<file path="src/rtl/core/utd_pkg.sv">
package utd_pkg;

  localparam logic [15:0] UNIT_BAD    = 16'h003F;
  localparam logic [15:0] HI_BASE     = 16'hD800;
  localparam logic [15:0] LO_BASE     = 16'hDC00;
  localparam logic [25:0] PAIR_OFFSET = 26'h0010000;
  localparam logic [15:0] LIMIT_RESET = 16'hFFFF;

  typedef enum logic [1:0] {
    KIND_NONE    = 2'd0,
    KIND_ONE     = 2'd1,
    KIND_PAIR    = 2'd2,
    KIND_SWALLOW = 2'd3
  } seq_kind_t;

  typedef struct packed {
    logic [7:0] in_byte;
    logic       end_of_string;
  } in_word_t;

  typedef struct packed {
    logic [15:0] code_unit;
    logic        run_end;
  } out_word_t;

endpackage

</file>
<file path="src/rtl/core/utf8_to_utf16_decoder.sv">
// Channel  Ports                                   Word
// in       in_valid / in_ready / in_data           in_word_t  (one UTF-8 byte)
// out      out_valid / out_ready / out_data        out_word_t (one UTF-16 unit)
// cfg      cfg_wr_en / cfg_wr_data                 16-bit unit limit
//
// A byte is decoded in the cycle it is accepted; its zero, one or two units
// land in a four-word result queue and leave one per cycle from the next
// cycle while out_ready is high. One byte per cycle while the queue has room
// for two words; a byte that gives a surrogate pair puts two words in it.
// Synchronous active-low reset clears decode state and the queue, and sets the
// limit to 65535.
// A stalled output fills the queue; in_ready drops once it holds three words.
module utf8_to_utf16_decoder
  import utd_pkg::*;
(
  input  logic        clk,
  input  logic        rst_n,
  input  logic        in_valid,
  output logic        in_ready,
  input  in_word_t    in_data,
  output logic        out_valid,
  input  logic        out_ready,
  output out_word_t   out_data,
  input  logic        cfg_wr_en,
  input  logic [15:0] cfg_wr_data
);

  logic [15:0] unit_limit_r;
  logic [2:0]  pending_r, pending_nxt;
  logic [20:0] accum_r, accum_nxt;
  seq_kind_t   kind_r, kind_nxt;
  logic [16:0] emitted_r, emitted_nxt;

  out_word_t   fifo_r [4];
  logic [1:0]  wr_ptr_r, rd_ptr_r;
  logic [2:0]  count_r;

  logic        in_acc, out_acc;
  logic [7:0]  b;
  logic        c0, c1, e0, e1;
  logic [15:0] u0, u1;
  logic [20:0] shifted;
  logic [25:0] pair_v;
  logic [16:0] emitted_1;
  logic [1:0]  n_push;
  out_word_t   w0, w1;

  assign in_ready  = (count_r <= 3'd2);
  assign in_acc    = in_valid && in_ready;
  assign out_valid = (count_r != 3'd0);
  assign out_acc   = out_valid && out_ready;
  assign out_data  = fifo_r[rd_ptr_r];
  assign b         = in_data.in_byte;

  always_comb begin
    pending_nxt = pending_r;
    accum_nxt   = accum_r;
    kind_nxt    = kind_r;
    c0          = 1'b0;
    c1          = 1'b0;
    u0          = UNIT_BAD;
    u1          = UNIT_BAD;
    shifted     = {accum_r[14:0], b[5:0]};
    pair_v      = {5'd0, shifted} - PAIR_OFFSET;
    if (pending_r == 3'd0) begin
      unique casez (b)
        8'b0???????: begin
          c0 = 1'b1;
          u0 = {8'd0, b};
        end
        8'b10??????: c0 = 1'b1;
        8'b110?????: begin
          pending_nxt = 3'd1;
          accum_nxt   = {16'd0, b[4:0]};
          kind_nxt    = KIND_ONE;
        end
        8'b1110????: begin
          pending_nxt = 3'd2;
          accum_nxt   = {17'd0, b[3:0]};
          kind_nxt    = KIND_ONE;
        end
        8'b11110???: begin
          pending_nxt = 3'd3;
          accum_nxt   = {18'd0, b[2:0]};
          kind_nxt    = KIND_PAIR;
        end
        8'b111110??: begin
          c0          = 1'b1;
          pending_nxt = 3'd4;
          accum_nxt   = '0;
          kind_nxt    = KIND_SWALLOW;
        end
        8'b1111110?: begin
          c0          = 1'b1;
          pending_nxt = 3'd5;
          accum_nxt   = '0;
          kind_nxt    = KIND_SWALLOW;
        end
        default: c0 = 1'b1;
      endcase
    end else begin
      pending_nxt = pending_r - 3'd1;
      if (kind_r != KIND_SWALLOW) begin
        accum_nxt = shifted;
      end
      if (pending_nxt == 3'd0) begin
        case (kind_r)
          KIND_ONE: begin
            c0 = 1'b1;
            u0 = shifted[15:0];
          end
          KIND_PAIR: begin
            c0 = 1'b1;
            u0 = HI_BASE + pair_v[25:10];
            c1 = 1'b1;
            u1 = LO_BASE + {6'd0, pair_v[9:0]};
          end
          default: ;
        endcase
        kind_nxt  = KIND_NONE;
        accum_nxt = '0;
      end
    end
    if (in_data.end_of_string) begin
      if (pending_nxt != 3'd0 && kind_nxt != KIND_SWALLOW) begin
        c0 = 1'b1;
        u0 = UNIT_BAD;
      end
      pending_nxt = 3'd0;
      accum_nxt   = '0;
      kind_nxt    = KIND_NONE;
    end
  end

  always_comb begin
    e0          = c0 && (emitted_r < {1'b0, unit_limit_r});
    emitted_1   = emitted_r + {16'd0, e0};
    e1          = c1 && (emitted_1 < {1'b0, unit_limit_r});
    emitted_nxt = in_data.end_of_string ? 17'd0 : emitted_1 + {16'd0, e1};
    n_push      = {1'b0, e0} + {1'b0, e1};
    w0.code_unit = e0 ? u0 : u1;
    w0.run_end   = !(e0 && e1);
    w1.code_unit = u1;
    w1.run_end   = 1'b1;
  end

  always_ff @(posedge clk) begin
    if (!rst_n) begin
      unit_limit_r <= LIMIT_RESET;
      pending_r    <= '0;
      accum_r      <= '0;
      kind_r       <= KIND_NONE;
      emitted_r    <= '0;
      wr_ptr_r     <= '0;
      rd_ptr_r     <= '0;
      count_r      <= '0;
    end else begin
      if (cfg_wr_en) begin
        unit_limit_r <= cfg_wr_data;
      end
      if (in_acc) begin
        pending_r <= pending_nxt;
        accum_r   <= accum_nxt;
        kind_r    <= kind_nxt;
        emitted_r <= emitted_nxt;
        wr_ptr_r  <= wr_ptr_r + n_push;
      end
      if (out_acc) begin
        rd_ptr_r <= rd_ptr_r + 2'd1;
      end
      count_r <= count_r + (in_acc ? {1'b0, n_push} : 3'd0) - {2'd0, out_acc};
    end
  end

  always_ff @(posedge clk) begin
    if (in_acc && n_push != 2'd0) begin
      fifo_r[wr_ptr_r] <= w0;
    end
    if (in_acc && n_push == 2'd2) begin
      fifo_r[wr_ptr_r + 2'd1] <= w1;
    end
  end

endmodule

</file>
<file path="config.mk">
export PLATFORM = sky130hd
export DESIGN_NAME = utf8_to_utf16_decoder
export DESIGN_NICKNAME = d
export VERILOG_FILES = /design/src/rtl/core/utd_pkg.sv /design/src/rtl/core/utf8_to_utf16_decoder.sv
export SDC_FILE = /design/constraint.sdc
export NUM_CORES = 1
export LEC_CHECK = 0
export BUFFER_PORTS_ARGS = -buffer_cell sky130_fd_sc_hd__buf_2
export CORE_AREA = 2 2 155 111
export CTS_CLUSTER_DIAMETER = 60
export DETAILED_ROUTE_END_ITERATION = 12
export DIE_AREA = 0 0 157 113
export PLACE_DENSITY_LB_ADDON = 0.3
export SLEW_MARGIN = 5
export SYNTH_ARGS = -nofsm -noshare
export SYNTH_HDL_FRONTEND = slang
export SYNTH_SLANG_ARGS = --single-unit
</file>
<file path="constraint.sdc">
create_clock -name clk -period 8.2 [get_ports clk]
set_clock_uncertainty 0.15 [all_clocks]
set_input_delay 1.23 -clock clk [delete_from_list [all_inputs] [get_ports clk]]
set_output_delay 1.23 -clock clk [all_outputs]
set_load 0.005 [all_outputs]
</file>
==> summary.md <==
| Metric | Value |
|---|---|
| Worst EP required | between 8 and 9 ns |
| Placer congestion estimate | between 0.9 and 1 |
| Clock latency on the worst-skew pair | roughly 0.42 ns |
| DRT iter0 DRCs | roughly 840 |
| Comb power frac | 0.220 |
| P_int | ~1.4 mW |
| Cells after synthesis | 799 |
| Min-delay worst type | flip-flop to flip-flop |
| GRT Resource Usage Total | 0.2377 |
| Async set-reset flop share out of synthesis | 0 |
| Clk network pwr share | 0.374 |
| Yosys warns | 0 |
| Tmin final | 7.230 ns |
| Peak supply drop | approximately 0.16 mV |
| Vias in the first global route | around 5800 |
| Netlist cell types | ~70 |
| Final setup viols | 0 |
| Die Ht | ~110 um |
| CTS tree | done |
| Worst reg-to-reg setup slack | about 0.97 ns |
| Via count | 6348 |
| Cell area after layout | roughly 8700 sq um |
| Setup WS pre-CTS | about 0.69 ns |
| RSZ-0062 raised after global routing | no |
| Final Cycle Share | 0.8817 |
| Initial antenna violation count | 0 |
| Slew headroom | 0.2852 |
| Seq cells post-synth | between 100 and 150 |
| Reg power frac | 0.406 |
| Die ar. | between 15000 and 20000 sq um |
| Postcts setup bufs | 0 |
| Worst slew pin tran | around 1.1 ns |
| CP arrival | ~7.4 ns |
| CTS buffer count | 17 |
| Post-synth EDFFs | 60 |
| Max cap viols | 0 |
| CTS HTree Levels | 4 |
| Largest net degree at the start of global routing | between 60 and 70 |
| GRT Residual Overflow | 0 |
| Startpoint types | flip-flop |
| Core box area | about 16000 sq um |
| Sw power | 0.5818 mW |
| Total clock sinks | 130 |
| Worst setup margin | around 0.97 ns |
| CTS root buffer | clkbuf_16 |
| Clock Path Buffers | 2 |
| Syn_nets | 878 |
| Area Overhead vs Synth | 12.88% |
| First drt pass iteration count | 5 |
| CTS Hold Bufs | 0 |
| Final WL | just under 20000 um |
| Tot Pwr | around 1.9 mW |
| Placed cell area | between 8000 and 9000 sq um |
| DP Wirelength | about 15000 um |
| CTS resizes | 0 |
| Share of layout cells above drive strength 1 | 0.1405 |
| Starting Density | 0.4756 |
| Global-route wire length before repair | around 32000 um |
| Cell Area, Synth | ~7700 sq um |
| Leakage power | around 3.4 nW |
| Crit-path max FO | 12 |
| Sum of negative setup slack | 0 ns |
| PwrDens | between 200 and 250 nW/um^2 |
| Number of remaining DRC errors | 0 |
| Vias per Instance | 5.922 |
| Setup crit end kind | flip-flop |
| Die W | between 150 and 200 um |
| Top FF cell, synth | dfxtp_1 |
| Sw Share | 0.3007 |
| Max Fclk | around 140 MHz |
| Status | finished clean |
| WL per Instance | 18.54 um |
| Nets | 913 |
| Antenna Nets Post-Route | 0 |
| Worst-path clk slew | approximately 0.06 ns |
| Core Rows | 39 |
| Ports | between 40 and 50 |
| Final Hold Vio Count | 0 |
| PortBufs | between 40 and 50 |
| Mean post-synth cell area | between 9 and 10 sq um |
| Diode count | 0 |
| CP Class | flip-flop to flip-flop |
| Max Slew Vio Count | 0 |
| Seq/Total Area, Yosys | 0.4169 |
layer usage:
layer / part of all wire / track usage
met1: 0.52 / 0.3900
met4: 0.0075 / 0.06116
met5: 0 / 0
met2: 0.38 / 0.2997
met3: 0.093 / 0.06166
cells in the final DEF (no fill, tap or decap), drive strengths merged, types with 7 or more instances in the layout:
cell type  count
o31ai         13
a22oi         13
o22ai         32
xnor2         25
dfxtp         70
a211oi         9
inv           47
ha            48
nor3          11
buf           60
and2          10
xor2           9
o21ai         41
a21oi         31
mux4          17
edfxtp        60
a21o           9
o2bb2ai        7
o211ai        16
nand2         85
nand2b        16
nand4          8
nand3         40
nor2          44
nor2b         14
clkbuf        18
a21boi        21
through the flow:
step / hold slack, ns / instances / utilization
after floorplan: 0.2891 / 799 / -
after global placement: 0.3082 / 1040 / 0.5025
after detailed placement: 0.3161 / 1040 / 0.5025
after CTS: 0.3251 / 1072 / 0.5369
after global routing: 0.3493 / 1072 / 0.5369
final: 0.3257 / 1072 / 0.5369
worst max-delay path: stages (launching register included):
cell and delay, ns:
dfxtp_1 0.38, inv_1 0.09, ha_1 0.30, or3_1 0.39, a21boi_2 0.38, inv_2 0.13
nor2_2 0.32, nor2_1 0.14, a21oi_4 0.36, ha_1 0.27, nand2_1 0.12, nor4_1 0.33
xor2_1 0.38, ha_1 0.32, a21o_1 0.18, a211o_1 0.30, a211oi_1 0.20, o21ai_0 0.14
a211oi_1 0.49, ha_1 0.28, ha_1 0.19, and3_1 0.33, nand4b_1 0.18, o41ai_1 0.40
nand3_1 0.13, o31a_1 0.13, a21boi_1 0.13
sequential cells by signal, indices dropped and copies added (netlist names), named ones only:
register,flops
wr_ptr_r,2
pending_r,3
unit_limit_r,16
accum_r,15
kind_r,2
count_r,3
rd_ptr_r,2
fifo_r,68
emitted_r,17
Yosys cell counts (4+ instances only):
| cell type | number | area share |
|---|---|---|
| a21oi_1 | 26 | 0.017 |
| or3_1 | 6 | 0.0049 |
| nor4_1 | 4 | 0.0033 |
| inv_1 | 39 | 0.019 |
| a21o_1 | 9 | 0.0088 |
| nor2b_1 | 14 | 0.011 |
| nor3_1 | 11 | 0.0072 |
| dfxtp_1 | 70 | 0.18 |
| o2bb2ai_1 | 7 | 0.0080 |
| mux4_2 | 17 | 0.050 |
| xor2_1 | 9 | 0.010 |
| nand3_1 | 40 | 0.026 |
| xnor2_1 | 25 | 0.029 |
| a21boi_0 | 19 | 0.019 |
| o22ai_1 | 32 | 0.026 |
| o211ai_1 | 16 | 0.016 |
| a211oi_1 | 9 | 0.0088 |
| nand4_1 | 8 | 0.0065 |
| clkbuf_1 | 31 | 0.015 |
| nand2_1 | 85 | 0.042 |
| edfxtp_1 | 60 | 0.23 |
| buf_2 | 10 | 0.0065 |
| nor2_1 | 43 | 0.021 |
| a22oi_1 | 13 | 0.013 |
| and3_1 | 6 | 0.0049 |
| a21oi_2 | 4 | 0.0046 |
| nand2b_1 | 15 | 0.012 |
| a2bb2oi_1 | 5 | 0.0057 |
| o21ai_0 | 39 | 0.025 |
| and2_1 | 10 | 0.0081 |
| o31ai_1 | 12 | 0.012 |
| ha_1 | 48 | 0.078 |
cell families after synthesis:
group / after synthesis / share of synthesized area
buf+inv: 85 / 0.04316
fa+ha+maj: 49 / 0.08078
simple gates: 258 / 0.1645
xor+xnor: 34 / 0.03876
compound gates: 224 / 0.2034
mux: 19 / 0.05244
flops: 130 / 0.4169
layout make-up:
class	count	area [sq um]
Fill cell	1490	7480
Multi-Input combinational cell	584	4148
Sequential cell	130	3203
Clock buffer	18	429.2
Timing Repair Buffer	60	330.3
Tap cell	225	281.5
Inverter	41	153.9
Clock inverter	14	126.4
path summary, 6_finish.rpt:
check | to | cells past startpoint | startpoint
setup / recovery | emitted_r[14] | 26 | pending_r[0]
hold / removal | fifo_r[1][14] | 2 | fifo_r[1][14]
setup reg to reg | emitted_r[14] | 26 | pending_r[0]
hold reg to reg | fifo_r[1][14] | 2 | fifo_r[1][14]
power by group through the flow:
stage	Combinational, mW	Sequential (mW)	Clock (mW)
final	0.426	0.786	0.723
after global routing	0.470	0.792	0.769
after CTS	0.427	0.785	0.734
after detailed placement	0.426	0.799	0
after global placement	0.420	0.796	0
after floorplan	0.303	0.777	0
Power figures use the tool's default switching activity.
